`config.mk`:
```
export PLATFORM = sky130hd
export DESIGN_NAME = slice_prb_rebalancer
export DESIGN_NICKNAME = d
export VERILOG_FILES = /design/src/design/spr_pkg.sv /design/src/design/spr_ctrl.sv /design/src/design/spr_dpath.sv /design/src/design/slice_prb_rebalancer.sv
export SDC_FILE = /design/constraint.sdc
export NUM_CORES = 1
export LEC_CHECK = 0
export ABC_AREA = 1
export CAP_MARGIN = 20
export CORE_UTILIZATION = 30
export DETAILED_ROUTE_END_ITERATION = 10
export DONT_BUFFER_PORTS = 1
export GPL_ROUTABILITY_DRIVEN = 1
export PLACE_DENSITY = 0.41
export SLEW_MARGIN = 20
export SYNTH_ARGS = -nofsm -noshare
export SYNTH_HDL_FRONTEND = slang
export SYNTH_SLANG_ARGS = --single-unit
```
`constraint.sdc`:
```
create_clock -name clk -period 6.7 [get_ports clk]
set_input_delay 0.67 -clock clk [delete_from_list [all_inputs] [get_ports clk]]
set_output_delay 0.67 -clock clk [all_outputs]
set_load 0.01 [all_outputs]
```
`src/design/spr_pkg.sv`:
```
package spr_pkg;

	localparam int BLK_W      = 10;
	localparam int SUM_W      = 12;
	localparam int DIFF_W     = 13;
	localparam int PASS_W     = 7;
	localparam int SLICES     = 3;

	typedef logic [BLK_W-1:0] blk_t;

	localparam blk_t RST_TOTAL  = 10'd100;
	localparam blk_t RST_INIT0  = 10'd34;
	localparam blk_t RST_INIT1  = 10'd33;
	localparam blk_t RST_INIT2  = 10'd33;
	localparam blk_t MAX_BLOCKS = 10'd1023;

	localparam logic [4:0]        ACTION_COUNT = 5'd27;
	localparam logic [PASS_W-1:0] PASS_LIMIT   = 7'd100;

	typedef enum logic [1:0] {
		REG_TOTAL = 2'd0,
		REG_INIT0 = 2'd1,
		REG_INIT1 = 2'd2,
		REG_INIT2 = 2'd3
	} reg_idx_t;

	typedef enum logic [2:0] {
		ST_IDLE,
		ST_DECODE,
		ST_SUM,
		ST_REPAIR,
		ST_DONE
	} state_t;

	// controller to datapath
	typedef struct packed {
		logic capture;
		logic load_init;
		logic apply_delta;
		logic calc_diff;
		logic grow;
		logic shrink;
		logic set_acc;
		logic set_fb;
		logic load_out;
	} cmd_t;

	// datapath to controller
	typedef struct packed {
		logic op;
		logic act_ok;
		logic diff_pos;
		logic diff_neg;
		logic shrink_fail;
	} sts_t;

	// base-3 digits of an action id, slice 0 most significant
	function automatic logic [2:0][1:0] action_digits(input logic [4:0] act);
		logic [2:0][1:0] d;
		logic [4:0]      r;
		d = '0;
		if (act >= 5'd18) begin
			d[0] = 2'd2;
			r    = act - 5'd18;
		end else if (act >= 5'd9) begin
			d[0] = 2'd1;
			r    = act - 5'd9;
		end else begin
			d[0] = 2'd0;
			r    = act;
		end
		if (r >= 5'd6) begin
			d[1] = 2'd2;
			d[2] = 2'(r - 5'd6);
		end else if (r >= 5'd3) begin
			d[1] = 2'd1;
			d[2] = 2'(r - 5'd3);
		end else begin
			d[1] = 2'd0;
			d[2] = r[1:0];
		end
		return d;
	endfunction

endpackage

```
`src/design/spr_ctrl.sv`:
```
module spr_ctrl
	import spr_pkg::*;
(
	input  logic clk,
	input  logic arst_n,
	input  logic s_tvalid,
	output logic s_tready,
	output logic m_tvalid,
	input  logic m_tready,
	input  sts_t sts,
	output cmd_t cmd
);

	state_t state_q, state_d;
	logic   out_valid_q;
	logic   out_free;

	assign out_free = !out_valid_q || m_tready;

	always_comb begin
		state_d = state_q;
		unique case (state_q)
			ST_IDLE: begin
				if (s_tvalid) state_d = ST_DECODE;
			end
			ST_DECODE: begin
				if (sts.op || !sts.act_ok) state_d = ST_DONE;
				else                       state_d = ST_SUM;
			end
			ST_SUM: state_d = ST_REPAIR;
			ST_REPAIR: begin
				if (sts.diff_pos) state_d = ST_REPAIR;
				else if (sts.diff_neg) begin
					if (sts.shrink_fail) state_d = ST_DONE;
				end else state_d = ST_DONE;
			end
			ST_DONE: begin
				if (out_free) state_d = ST_IDLE;
			end
			default: state_d = ST_IDLE;
		endcase
	end

	always_comb begin
		cmd      = '0;
		s_tready = 1'b0;
		unique case (state_q)
			ST_IDLE: begin
				s_tready    = 1'b1;
				cmd.capture = s_tvalid;
			end
			ST_DECODE: begin
				if (sts.op) begin
					cmd.load_init = 1'b1;
					cmd.set_acc   = 1'b1;
				end else if (sts.act_ok) begin
					cmd.apply_delta = 1'b1;
					cmd.set_acc     = 1'b1;
				end
			end
			ST_SUM: cmd.calc_diff = 1'b1;
			ST_REPAIR: begin
				if (sts.diff_pos) cmd.grow = 1'b1;
				else if (sts.diff_neg) begin
					if (sts.shrink_fail) begin
						cmd.load_init = 1'b1;
						cmd.set_fb    = 1'b1;
					end else cmd.shrink = 1'b1;
				end
			end
			ST_DONE: cmd.load_out = out_free;
			default: cmd = '0;
		endcase
	end

	always_ff @(posedge clk or negedge arst_n) begin
		if (!arst_n) begin
			state_q     <= ST_IDLE;
			out_valid_q <= 1'b0;
		end else begin
			state_q <= state_d;
			if (cmd.load_out)    out_valid_q <= 1'b1;
			else if (m_tready)   out_valid_q <= 1'b0;
		end
	end

	assign m_tvalid = out_valid_q;

endmodule

```
`src/design/spr_dpath.sv`:
```
module spr_dpath
	import spr_pkg::*;
(
	input  logic        clk,
	input  logic        arst_n,
	input  logic        cfg_we,
	input  logic [1:0]  cfg_index,
	input  logic [9:0]  cfg_data,
	input  logic [7:0]  s_tdata,
	input  logic [0:0]  s_tuser,
	output logic [31:0] m_tdata,
	output logic [1:0]  m_tuser,
	input  cmd_t        cmd,
	output sts_t        sts
);

	blk_t                   total_q;
	blk_t [SLICES-1:0]      init_q;
	blk_t [SLICES-1:0]      alloc_q;
	logic                   op_q;
	logic [4:0]             act_q;
	logic [1:0]             rot_q;
	logic                   acc_q, fb_q;
	logic signed [DIFF_W-1:0] diff_q;
	logic [1:0]             pos_q;
	logic                   removed_q;
	logic [PASS_W-1:0]      passes_q;
	blk_t [SLICES-1:0]      res_alloc_q;
	logic                   res_acc_q, res_fb_q;

	logic [2:0][1:0]        digits;
	blk_t [SLICES-1:0]      delta_alloc;
	logic [SUM_W-1:0]       alloc_sum;
	logic signed [DIFF_W-1:0] diff_calc;
	logic [1:0]             min_idx;
	logic [2:0]             rot_pos;
	logic [1:0]             shr_idx;
	logic                   can_rm;
	logic signed [DIFF_W-1:0] diff_shr;
	logic                   pass_end;
	logic                   removed_any;

	// delta with floor of one and ceiling of max blocks
	always_comb begin
		logic [BLK_W:0] sum1;
		logic [BLK_W:0] dec1;
		digits = action_digits(act_q);
		for (int s = 0; s < SLICES; s++) begin
			sum1 = {1'b0, alloc_q[s]} + {9'b0, digits[s]};
			dec1 = sum1 - 11'd1;
			if (sum1 <= 11'd1)        delta_alloc[s] = 10'd1;
			else if (dec1[BLK_W])     delta_alloc[s] = MAX_BLOCKS;
			else                      delta_alloc[s] = dec1[BLK_W-1:0];
		end
	end

	assign alloc_sum = {2'b0, alloc_q[0]} + {2'b0, alloc_q[1]} + {2'b0, alloc_q[2]};
	assign diff_calc = $signed({3'b0, total_q}) - $signed({1'b0, alloc_sum});

	// smallest slice, lowest index on ties
	always_comb begin
		min_idx = 2'd0;
		if (alloc_q[1] < alloc_q[0]) min_idx = 2'd1;
		if (alloc_q[2] < alloc_q[min_idx]) min_idx = 2'd2;
	end

	// one slice of a removal pass per cycle
	assign rot_pos     = {1'b0, rot_q} + {1'b0, pos_q};
	assign shr_idx     = (rot_pos >= 3'd3) ? 2'(rot_pos - 3'd3) : rot_pos[1:0];
	assign can_rm      = alloc_q[shr_idx] > 10'd1;
	assign diff_shr    = diff_q + $signed({{(DIFF_W-1){1'b0}}, can_rm});
	assign pass_end    = (pos_q == 2'd2) || (diff_shr == '0);
	assign removed_any = removed_q || can_rm;

	assign sts.op          = op_q;
	assign sts.act_ok      = act_q < ACTION_COUNT;
	assign sts.diff_pos    = diff_q > 0;
	assign sts.diff_neg    = diff_q < 0;
	assign sts.shrink_fail = pass_end && (!removed_any || passes_q == PASS_LIMIT);

	always_ff @(posedge clk or negedge arst_n) begin
		if (!arst_n) begin
			total_q <= RST_TOTAL;
			init_q  <= {RST_INIT2, RST_INIT1, RST_INIT0};
			alloc_q <= {RST_INIT2, RST_INIT1, RST_INIT0};
		end else begin
			if (cfg_we) begin
				unique case (reg_idx_t'(cfg_index))
					REG_TOTAL: total_q   <= cfg_data;
					REG_INIT0: init_q[0] <= cfg_data;
					REG_INIT1: init_q[1] <= cfg_data;
					REG_INIT2: init_q[2] <= cfg_data;
					default:   total_q   <= total_q;
				endcase
			end
			priority if (cmd.load_init) alloc_q <= init_q;
			else if (cmd.apply_delta)   alloc_q <= delta_alloc;
			else if (cmd.grow)          alloc_q[min_idx] <= alloc_q[min_idx] + 10'd1;
			else if (cmd.shrink && can_rm) alloc_q[shr_idx] <= alloc_q[shr_idx] - 10'd1;
			else                        alloc_q <= alloc_q;
		end
	end

	always_ff @(posedge clk or negedge arst_n) begin
		if (!arst_n) begin
			acc_q     <= 1'b0;
			fb_q      <= 1'b0;
			pos_q     <= 2'd0;
			removed_q <= 1'b0;
			passes_q  <= '0;
		end else begin
			if (cmd.capture) begin
				acc_q <= 1'b0;
				fb_q  <= 1'b0;
			end else begin
				if (cmd.set_acc) acc_q <= 1'b1;
				if (cmd.set_fb)  fb_q  <= 1'b1;
			end
			if (cmd.calc_diff) begin
				pos_q     <= 2'd0;
				removed_q <= 1'b0;
				passes_q  <= '0;
			end else if (cmd.shrink) begin
				if (pass_end) begin
					pos_q     <= 2'd0;
					removed_q <= 1'b0;
					passes_q  <= passes_q + PASS_W'(removed_any);
				end else begin
					pos_q     <= pos_q + 2'd1;
					removed_q <= removed_any;
				end
			end
		end
	end

	// payload registers
	always_ff @(posedge clk) begin
		if (cmd.capture) begin
			op_q  <= s_tuser[0];
			act_q <= s_tdata[4:0];
			rot_q <= (s_tdata[6:5] == 2'd3) ? 2'd0 : s_tdata[6:5];
		end
		priority if (cmd.calc_diff) diff_q <= diff_calc;
		else if (cmd.grow)          diff_q <= diff_q - 13'sd1;
		else if (cmd.shrink)        diff_q <= diff_shr;
		else                        diff_q <= diff_q;
		if (cmd.load_out) begin
			res_alloc_q <= alloc_q;
			res_acc_q   <= acc_q;
			res_fb_q    <= fb_q;
		end
	end

	assign m_tdata = {2'b0, res_alloc_q[2], res_alloc_q[1], res_alloc_q[0]};
	assign m_tuser = {res_fb_q, res_acc_q};

endmodule

```
`src/design/slice_prb_rebalancer.sv`:
```
// reload or out-of-range action: decode, then done, then the result register
// apply: decode, sum, then one repair step per block added by the grow
//   loop (at most 1020) or per slice visited by the removal passes (at most 303)
// throughput: one transaction at a time, next accepted once the result is registered
// arst_n low clears control state and loads the reset configuration and allocation
module slice_prb_rebalancer
	import spr_pkg::*;
(
	input  logic        clk,
	input  logic        arst_n,
	// configuration write port
	input  logic        cfg_we,
	input  logic [1:0]  cfg_index,
	input  logic [9:0]  cfg_data,
	// input stream
	input  logic        s_tvalid,
	output logic        s_tready,
	input  logic [7:0]  s_tdata,   // [4:0] action_id, [6:5] rotation_start, [7] zero
	input  logic [0:0]  s_tuser,   // [0] op
	// result stream
	output logic        m_tvalid,
	input  logic        m_tready,
	output logic [31:0] m_tdata,   // [9:0] alloc_slice0, [19:10] alloc_slice1,
	                               // [29:20] alloc_slice2, [31:30] zero
	output logic [1:0]  m_tuser    // [0] accepted, [1] fell_back
);

	cmd_t cmd;
	sts_t sts;

	// sequencer: decode, sum, repair loop, hand off to the output register
	spr_ctrl u_ctrl (
		.clk      (clk),
		.arst_n   (arst_n),
		.s_tvalid (s_tvalid),
		.s_tready (s_tready),
		.m_tvalid (m_tvalid),
		.m_tready (m_tready),
		.sts      (sts),
		.cmd      (cmd)
	);

	// allocation state, configuration, repair arithmetic and result register
	spr_dpath u_dpath (
		.clk       (clk),
		.arst_n    (arst_n),
		.cfg_we    (cfg_we),
		.cfg_index (cfg_index),
		.cfg_data  (cfg_data),
		.s_tdata   (s_tdata),
		.s_tuser   (s_tuser),
		.m_tdata   (m_tdata),
		.m_tuser   (m_tuser),
		.cmd       (cmd),
		.sts       (sts)
	);

`ifndef SYNTHESIS
	// a fallback only ever follows an applied action
	a_fb_implies_acc: assert property (@(posedge clk) disable iff (!arst_n)
		m_tvalid |-> (m_tuser[0] || !m_tuser[1]))
		else $error("fell_back set without accepted");

	// the block is busy right after taking a transaction
	a_busy_after_accept: assert property (@(posedge clk) disable iff (!arst_n)
		(s_tvalid && s_tready) |=> !s_tready)
		else $error("input taken while still busy");

	// a new result is registered in a cycle where the block was not taking input
	a_result_from_work: assert property (@(posedge clk) disable iff (!arst_n)
		$rose(m_tvalid) |-> $past(!s_tready))
		else $error("result appeared without work");
`endif

endmodule

```
Word level (Yosys, flattened, before mapping)
Index checks and enable logic that the tools add are counted.
{"block": "word_totals", "output_inout_bits": 36, "elab_cells": 180, "inputBits": 26, "regBits": 139}
{"block": "classes", "reduce_logical": 28, "order_cmp": 19, "add_sub_neg": 21, "muxes": 76, "n_eq_ne": 13}
{"op": "30-bit two-way mux", "n": 4}
{"op": "10-bit two-way mux", "n": 11}
{"op": "10-bit binary-select mux with 2-bit select", "n": 3}
{"op": "30-bit bitwise mux", "n": 2}
{"op": "10-bit demux with 2-bit select", "n": 2}
{"op": "13-bit two-way mux", "n": 3}
{"op": "10-bit by 2-bit adder with 11-bit output", "n": 3}
{"op": "11-bit by 1-bit <= comparator with 1-bit output (second input constant)", "n": 3}
{"op": "11-bit by 1-bit subtractor with 11-bit output (second input constant)", "n": 3}
{"op": "1-bit two-way mux", "n": 29}
{"op": "7-bit two-way mux", "n": 3}
{"op": "10-bit < comparator", "n": 2}
{"op": "3-bit two-way mux", "n": 6}
{"op": "3-bit case mux with 5 select lines", "n": 1}
{"op": "2-bit two-way mux", "n": 7}
{"op": "13-bit by 2-bit adder with 13-bit output", "n": 1}
{"op": "13-bit by 1-bit greater-than comparator with 1-bit output (second input constant)", "n": 1}
{"op": "13-bit logical NOT", "n": 1}
{"op": "13-bit by 1-bit < comparator with 1-bit output (second input constant)", "n": 1}
{"op": "10-bit by 12-bit subtractor with 13-bit output", "n": 1}
{"op": "13-bit by 2-bit subtractor with 13-bit output (second input constant)", "n": 1}
{"op": "12-bit by 10-bit adder with 12-bit output", "n": 1}
{"op": "10-bit by 10-bit adder with 11-bit output", "n": 1}
{"op": "10-bit by 1-bit adder with 10-bit output (second input constant)", "n": 1}
{"op": "39 further kinds", "n": 66}

Longest topological paths before layout
Gate-level depths: netlist of run 1.
{"block": "depth", "depth_word": 19, "ltp_mapped": 40}

By module
Synthesis of run 1 repeated with hierarchy kept, for this count alone.
{"block": "hier_totals", "hier_cells": 1485, "hier_area_um2": 11260.8}
{"mod": "spr_dpath", "cells_per_inst": 1438, "area_each_um2": 10949.3, "n_inst": 1, "seq_area_each_um2": 3662.3}
{"mod": "spr_ctrl", "cells_per_inst": 47, "area_each_um2": 311.5, "n_inst": 1, "seq_area_each_um2": 100.1}

Worst setup path before layout of run 1
Ideal clock, no wire load.
{"block": "synth_path", "path_type": "reg2reg", "from": "reg u_dpath.pos_q[0]", "to": "reg u_dpath.diff_q[0] (enable)", "required_ns": 6.317, "slack_ns": 1.379, "n_path_buf": 1, "synth_period_minus_slack_ns": 5.321, "arrival_time_ns": 4.938, "path_stages_with_launch": 33, "path_cell_list": "dfrtp_1 ha_1 inv_1 fa_1 inv_1 ha_1 nor2_4 o21ai_4 nand2_2 nand2_2 buf_6 o21ai_0 inv_1 nor3_1 inv_1 ha_1 inv_1 a21oi_2 nand2_1 ha_1 ha_1 nand2_1 nor2_1 nand2_1 nor2_2 nand2_1 xor2_1 nor4_1 nand4_1 nand2_1 nand2_2 nand2_1 nand3_1"}
{"block": "synth_between", "elab_chain_len": 15}
{"item": "start, declared", "line": "spr_dpath.sv:25", "text": "logic [1:0] pos_q;"}
{"item": "start signal, assigned", "line": "spr_dpath.sv:129", "text": "pos_q <= pos_q + 2'd1;"}
{"item": "2-bit by 2-bit adder with 3-bit output", "line": "spr_dpath.sv:68", "text": "assign rot_pos = {1'b0, rot_q} + {1'b0, pos_q};"}
{"item": "3-bit by 2-bit >= comparator with 1-bit output or 2-bit subtractor (tied branches)", "line": "spr_dpath.sv:69", "text": "assign shr_idx = (rot_pos >= 3'd3) ? 2'(rot_pos - 3'd3) : rot_pos[1:0];"}
{"item": "2-bit two-way mux", "line": "spr_dpath.sv:69"}
{"item": "10-bit binary-select mux with 2-bit select", "line": "spr_dpath.sv:70", "text": "assign can_rm = alloc_q[shr_idx] > 10'd1;"}
{"item": "10-bit two-way mux (implied by the code)", "line": "spr_dpath.sv:70"}
{"item": "10-bit by 1-bit greater-than comparator with 1-bit output", "line": "spr_dpath.sv:70"}
{"item": "13-bit by 2-bit adder with 13-bit output or 1-bit logical OR (tied branches)", "line": "spr_dpath.sv:71, spr_dpath.sv:73"}
{"item": "13-bit logical NOT or 1-bit logical NOT (tied branches)", "line": "spr_dpath.sv:72, spr_dpath.sv:79"}
{"item": "1-bit logical OR (on tied branches)", "line": "spr_dpath.sv:72, spr_dpath.sv:79"}
{"item": "1-bit logical AND (*)", "line": "spr_dpath.sv:79", "text": "assign sts.shrink_fail = pass_end && (!removed_any || passes_q == PASS_LIMIT);"}
{"item": "1-bit two-way mux (*)", "line": "spr_ctrl.sv:65", "text": "if (sts.shrink_fail) begin"}
{"item": "1-bit two-way mux (*)", "line": "spr_ctrl.sv:64", "text": "else if (sts.diff_neg) begin"}
{"item": "1-bit two-way mux (*)", "line": "spr_ctrl.sv:63", "text": "if (sts.diff_pos) cmd.grow = 1'b1;"}
{"item": "2-bit two-way mux (*)", "line": "spr_ctrl.sv:47", "text": "unique case (state_q)"}
{"item": "3-bit nonzero test (no line) (*)"}
{"item": "end signal, assigned", "line": "spr_dpath.sv:143", "text": "priority if (cmd.calc_diff) diff_q <= diff_calc;"}
{"item": "end signal, assigned", "line": "spr_dpath.sv:144", "text": "else if (cmd.grow) diff_q <= diff_q - 13'sd1;"}
{"item": "end signal, assigned", "line": "spr_dpath.sv:145", "text": "else if (cmd.shrink) diff_q <= diff_shr;"}
{"item": "end, declared", "line": "spr_dpath.sv:24", "text": "logic signed [DIFF_W-1:0] diff_q;"}
Mark *: on every way between the ends. The rest lies on a longest branch, timed or not. The select of a mux whose other input is x is not followed.
A chain may end at the register's enable or synchronous reset.

Worst setup path in the final report of run 1
{"block": "layout_path", "from": "reg u_dpath.pos_q[0]", "to": "reg u_dpath.alloc_q[7] (netlist bit)"}
{"block": "layout_between", "elab_chain_len": 16}
{"item": "2-bit by 2-bit adder with 3-bit output", "line": "spr_dpath.sv:68"}
{"item": "3-bit by 2-bit >= comparator with 1-bit output or 2-bit subtractor (tied branches)", "line": "spr_dpath.sv:69"}
{"item": "2-bit two-way mux", "line": "spr_dpath.sv:69"}
{"item": "10-bit binary-select mux with 2-bit select", "line": "spr_dpath.sv:70, spr_dpath.sv:99"}
{"item": "10-bit two-way mux (implied by the code)", "line": "spr_dpath.sv:70, spr_dpath.sv:99"}
{"item": "10-bit by 1-bit greater-than comparator with 1-bit output", "line": "spr_dpath.sv:70"}
{"item": "13-bit by 2-bit adder with 13-bit output or 1-bit logical OR (tied branches)", "line": "spr_dpath.sv:71, spr_dpath.sv:73"}
{"item": "13-bit logical NOT or 1-bit logical NOT (tied branches)", "line": "spr_dpath.sv:72, spr_dpath.sv:79"}
{"item": "1-bit logical OR (on tied branches)", "line": "spr_dpath.sv:72, spr_dpath.sv:79"}
{"item": "1-bit logical AND", "line": "spr_dpath.sv:79"}
{"item": "1-bit two-way mux", "line": "spr_ctrl.sv:65"}
{"item": "1-bit two-way mux", "line": "spr_ctrl.sv:64"}
{"item": "1-bit two-way mux", "line": "spr_ctrl.sv:63"}
{"item": "2-bit two-way mux", "line": "spr_ctrl.sv:47"}
{"item": "1-bit logical AND", "line": "spr_dpath.sv:99", "text": "else if (cmd.shrink && can_rm) alloc_q[shr_idx] <= alloc_q[shr_idx] - 10'd1;"}
{"item": "4-bit nonzero test (no line)"}
{"item": "end signal, assigned by index", "line": "spr_dpath.sv:98", "text": "else if (cmd.grow) alloc_q[min_idx] <= alloc_q[min_idx] + 10'd1;"}
{"item": "end signal, assigned by index", "line": "spr_dpath.sv:99"}
{"item": "end signal, assigned", "line": "spr_dpath.sv:100", "text": "else alloc_q <= alloc_q;"}
{"item": "end, declared", "line": "spr_dpath.sv:19", "text": "blk_t [SLICES-1:0] alloc_q;"}
Several ways; a longest one is shown, not always the timed one. The select of a mux whose other input is x is not followed.

==> results of run 1 <==
## area by class of cell
class / instances / area [um^2]
well taps: 504 / 630.6
fillers: 4007 / 24370
clock buffers: 18 / 450.4
clock inverters: 14 / 118.9
flip-flops and latches: 139 / 3762
repair buffers: 23 / 192.7
inverters: 219 / 827.0
multi-input cells: 1160 / 6611
## how the worst max path moves through the flow
stage	from	to	slack, ns	cells past startpoint
after floorplan	u_dpath.pos_q[0]	u_dpath.diff_q[0]	1.38	32
after global placement	u_dpath.pos_q[0]	u_dpath.alloc_q[9]	0.43	37
after detailed placement	u_dpath.pos_q[0]	u_dpath.alloc_q[7]	0.38	37
after CTS	u_dpath.pos_q[0]	u_dpath.alloc_q[7]	0.33	37
after global routing	u_dpath.pos_q[0]	u_dpath.passes_q[3]	0.007	36
final	u_dpath.pos_q[0]	u_dpath.alloc_q[7]	0.54	37
## registers in the layout, indices dropped and copies added, names as in the netlist, 3 cells and up
signal	flops
u_dpath.alloc_q	30
u_dpath.init_q	30
u_dpath.m_tdata	30
u_dpath.diff_q	13
u_dpath.total_q	10
u_dpath.passes_q	7
u_dpath.act_q	5
u_ctrl.state_q	3
## layer usage
layer | vias up | global-route usage | routed length [um]
li1 | 5119 | - | -
met1 | 4733 | 0.3110 | 20420
met2 | 221 | 0.3322 | 17720
met3 | 33 | 0.05202 | 2333
met4 | 0 | 0.06001 | 773
met5 | - | 0 | 0
## worst max-delay path, delay by kind of cell, from the launching register on
kind                       cells  cell delay [ns]
and+or+nand+nor               20             2.32
DFF                            1             0.35
buffers and inverters          7             0.99
adders and majority gates      6             1.60
AOI/OAI and AO/OA              3             0.48
xor gates and xnor gates       1             0.22
## metrics by stage
| stage | utilization | cells | setup WS [ns] |
|---|---|---|---|
| after floorplan | - | 1557 | 1.379 |
| after global routing | 0.3407 | 2077 | 0.006945 |
| after global placement | 0.3241 | 2044 | 0.4342 |
| final | 0.3407 | 2077 | 0.5403 |
| after CTS | 0.3403 | 2077 | 0.3282 |
| after detailed placement | 0.3241 | 2044 | 0.3779 |
## kinds of logic after synthesis
group | synth area share
AOI/OAI and AO/OA | 0.1400
xor gates and xnor gates | 0.06153
adders and majority gates | 0.1002
buffers and inverters | 0.09131
DFF | 0.3304
other | 0.0003293
and+or+nand+nor | 0.2762
## timing repair
item,in CTS,in global routing
hold buffers,1,0
setup endpoints to repair,0,37
endpoints found under the hold margin,71,0
gates resized for setup,0,5
## cells in the final DEF, fill, tap and decap left out, drive strengths merged, types with 18 or more instances in the layout
cell    count
inv       229
dfrtp      71
nand4      26
nor2      129
edfxtp     53
clkbuf     18
xor2       58
nand2     398
nor3       25
o21ai     156
or2        19
nand3      97
a21oi      80
ha         80
buf        23
xnor2      22
==> results.ini, run 1 <==
[outcome]
run_status = finished clean

[final_layout]
area_delta_synth_final_pct = 10.59
fin_area_um2 = 12590
final_layout_size_suffix_gt1_frac = 0.08900
num_antenna_cells = 0
fin_nets = 1673

[clock_network]
htreeDepth = 4
cts_max_path_buffers = 2
clkLatencyLatePin_ns = 0.46
root_buffer = clkbuf_16
cts_inserted_buffers = 17
cts_setup_buffers = 0
cts_tree = built
clkSlewWorstSetupHoldPaths_ns = 0.07
clkSinkCount = 139

[floorplan]
fp.dieH_um = 196.8
io_pins = 62
rows = 70
die_area_um2 = 38740
core_area_um2 = 36960
fp.dieW_um = 196.8
start_util = 0.3081

[synth]
synthFlopType = dfrtp_1
synth_commonest_cells = nand2_1, inv_1, o21ai_0, nor2_1, nand3_1
syn_inst = 1556
synth_top_area_frac = 0.1560
yosys.area.top_type = dfrtp_1
synth_edf_count = 53
synth_warnings = 0
ys_ff_latch = 139
yosys-top-cells-area = dfrtp_1, edfxtp_1, nand2_1
avgSynthCellArea_um2 = 7.318
synth.distinct_cells = 62
synth_area_um2 = 11390
ys_async_sr_fraction = 0.6187
yosysMostFrequentCell = nand2_1
yosysSeqAreaShare = 0.3304

[timing]
slew_headroom = 0.3170
finalSetupViolations = 0
finClkSkew_ns = 0.009596
whs_ns = 0.06095
max_slew.worst_pin.slew_ns = 1.022
fin_crit_sh = 0.9194
finalSetupTns_ns = 0
fin_crit_ns = 6.160
hold_viol = 0
rsz0062_at_grt = false
drv_slew = 0
fmax_mhz = 162.3

[place]
io_buffers = 0
place.gp.congestion = 0.9247
place_area_um2 = 11980
hpwl_um = 32000

[drt]
drc_errors = 0
routedWlPerCell_um = 19.86
wl_um = 41250
viasPerCell = 4.866
firstDrtPassIters = 5
first_iter_violations = 715
via_count = 10106
drtAntennaViolNets = 0

[worst_setup_path]
slowest_delay_ns = 0.60
worstPathArrival_ns = 6.50
start_kind = flip-flop
crit_fanout = 53
path_common_cell = nand2_1
ff2ff_setup_slack_ns = 0.54
criticalPathCategory = flip-flop to flip-flop
worstSetupEndpointType = flip-flop
r2r-start = u_dpath.pos_q[0]
slowest_stage = fa_1
required_ns = 7.04
r2r_cells = 37
r2r_end = u_dpath.alloc_q[7]

[worst_hold_path]
hold_path.class = input pin to asynchronous set/reset pin

[global_route]
grt_max_degree = 72
grt_pass1_wl_um = 62160
grt_pass1_vias = 9743
antenna_found_initial = 0
grt_overflow = 0
grt_usage = 0.2199

[flow_run]
drv_cap = 0

Power of run 1 is left out: the tool's default activity adds up to more than one toggle a clock period on the data nets, which glitch-free logic cannot reach.
==> run 2: changes to the inputs <==
- SYNTH_HIERARCHICAL: default -> 1
==> results.ini, run 2 <==
[synth]
ys_ff_latch = 139
yosysMostFrequentCell = nand2_1
synthFlopType = dfrtp_1
synth.distinct_cells = 67
yosys-top-cells-area = dfrtp_1, edfxtp_1, nand2_1
avgSynthCellArea_um2 = 7.583
synth_area_um2 = 11260
ys_async_sr_fraction = 0.6187
yosys.area.top_type = dfrtp_1
synth_warnings = 6
synth_top_area_frac = 0.1578
synth_edf_count = 53
yosysSeqAreaShare = 0.3341
synth_commonest_cells = nand2_1, inv_1, nor2_1, o21ai_0, nand3_1
syn_inst = 1485

[worst_setup_path]
crit_fanout = 16
worstPathArrival_ns = 6.53
cp_top_family = simple AND/OR/NAND/NOR gates
ff2ff_setup_slack_ns = 0.51
r2r_cells = 35
path_depth = 35
criticalPathCategory = flip-flop to flip-flop
required_ns = 7.04
path_common_cell = ha_1
start_kind = flip-flop
worstSetupEndpointType = flip-flop
critPathCapture = u_dpath/alloc_q[27]
r2r_end = u_dpath/alloc_q[27]
slowest_delay_ns = 0.57
r2r-start = u_dpath/pos_q[0]
worst-path-buf-inv = 8
slowest_stage = fa_1
cp-startpoint = u_dpath/pos_q[0]

[timing]
fmax_mhz = 161.5
fin_crit_sh = 0.9240
rsz0062_at_grt = false
finalSetupViolations = 0
drv_slew = 0
max_slew.worst_pin.slew_ns = 0.7547
fin_crit_ns = 6.191
slew_headroom = 0.4963
finClkSkew_ns = 0.01349
hold_viol = 0
finalSetupTns_ns = 0

[drt]
via_count = 9772
viasPerCell = 4.935
wl_um = 39250
first_iter_violations = 781
firstDrtPassIters = 5
routedWlPerCell_um = 19.82
drc_errors = 0
drtAntennaViolNets = 0

[clock_network]
cts_tree = built
clkSlewWorstSetupHoldPaths_ns = 0.07
cts_inserted_buffers = 17
clkSinkCount = 139
root_buffer = clkbuf_16
clkLatencyLatePin_ns = 0.45
htreeDepth = 4
cts_max_path_buffers = 2

[global_route]
grtUsageMet2 = 0.3127
grt_usage = 0.2103
grt-busiest-layer = met2
grtUsageMet1 = 0.3113
grtUsageMet3 = 0.04109
grt_overflow = 0
grt_pass1_vias = 9298
grt_pass1_wl_um = 58970
antenna_found_initial = 0
grt_max_degree = 72

[floorplan]
fp.dieH_um = 195.7
core_area_um2 = 36790
start_util = 0.3061
io_pins = 62
rows = 70
fp.dieW_um = 195.7
die_area_um2 = 38310

[final_layout]
multiInputGateArea_um2 = 6533
seqCellArea_um2 = 3762
layout_commonest_cell = nand2_1
final_layout_size_suffix_gt1_frac = 0.1329
area_delta_synth_final_pct = 10.98
num_antenna_cells = 0
n_fill_cell = 3968
fin_nets = 1610
layout_common_cells = nand2_1, inv_1, nor2_1, o21ai_0, nand3_1

[outcome]
run_status = finished clean

[place]
io_buffers = 0
hpwl_um = 30250
place.gp.congestion = 0.9277

[flow_run]
drv_cap = 0

[worst_hold_path]
hold_path.class = input pin to asynchronous set/reset pin

## run 2: kinds of logic (layout without fill, tap and decap cells)
logic type | after synthesis | count (layout) | share of synthesized area
AND/OR/NAND/NOR | 709 | 709 | 0.2854
buffers and inverters | 246 | 272 | 0.08955
XOR/XNOR | 61 | 61 | 0.05111
other | 1 | 2 | 0.0003330
adder cells (fa/ha/maj) | 85 | 85 | 0.1104
AO/OA/AOI/OAI | 244 | 244 | 0.1290
flip-flops | 139 | 139 | 0.3341
## run 2: how the worst min path moves through the flow
| stage | start | to | slack (ns) |
|---|---|---|---|
| 2_1_floorplan | arst_n | u_ctrl/m_tvalid | 0.37 |
| 3_3_place_gp | arst_n | u_dpath/fb_q | 0.38 |
| 3_5_place_dp | arst_n | u_ctrl/m_tvalid | 0.38 |
| 4_1_cts | arst_n | u_dpath/alloc_q[15] | 0.04 |
| 5_1_grt | arst_n | u_dpath/alloc_q[15] | 0.04 |
| 6_report | arst_n | u_dpath/alloc_q[20] | 0.07 |
## run 2: routing by layer
| metal | part of all wire | vias up | wire (um) |
|---|---|---|---|
| met3 | 0.059 | 17 | 2322 |
| met1 | 0.50 | 4617 | 19690 |
| met4 | 0.013 | 0 | 520 |
| met5 | 0 | - | 0 |
| li1 | - | 4877 | - |
| met2 | 0.43 | 261 | 16720 |
## run 2: timing repair
item	CTS	global route
buffers inserted	0	1
hold buffers	1	0
hold endpoints to repair	71	0
endpoints found under the setup margin	0	29
resized for setup	0	6
## run 2: through the flow
stage | cell area (um^2) | hold WS (ns) | utilization | setup slack [ns] | instances
floorplan | 11260 | 0.3744 | - | 1.387 | 1486
global placement | 11870 | 0.3791 | 0.3226 | 0.4865 | 1946
detailed placement | 11880 | 0.3767 | 0.3229 | 0.4164 | 1946
CTS | 12470 | 0.04293 | 0.3390 | 0.3861 | 1979
global route | 12500 | 0.04193 | 0.3397 | 0.0002083 | 1980
finish | 12500 | 0.07278 | 0.3397 | 0.5092 | 1980
## run 2: cell type report
| cell class | count | area share |
|---|---|---|
| timing repair buffer | 33 | 0.02143 |
| clock buffer | 19 | 0.03634 |
| inverter | 207 | 0.06258 |
| sequential | 139 | 0.3011 |
| multi-input combinational | 1101 | 0.5227 |
| clock inverter | 13 | 0.009011 |
| tap | 468 | 0.04686 |
Power of run 2 is left out for the same reason.
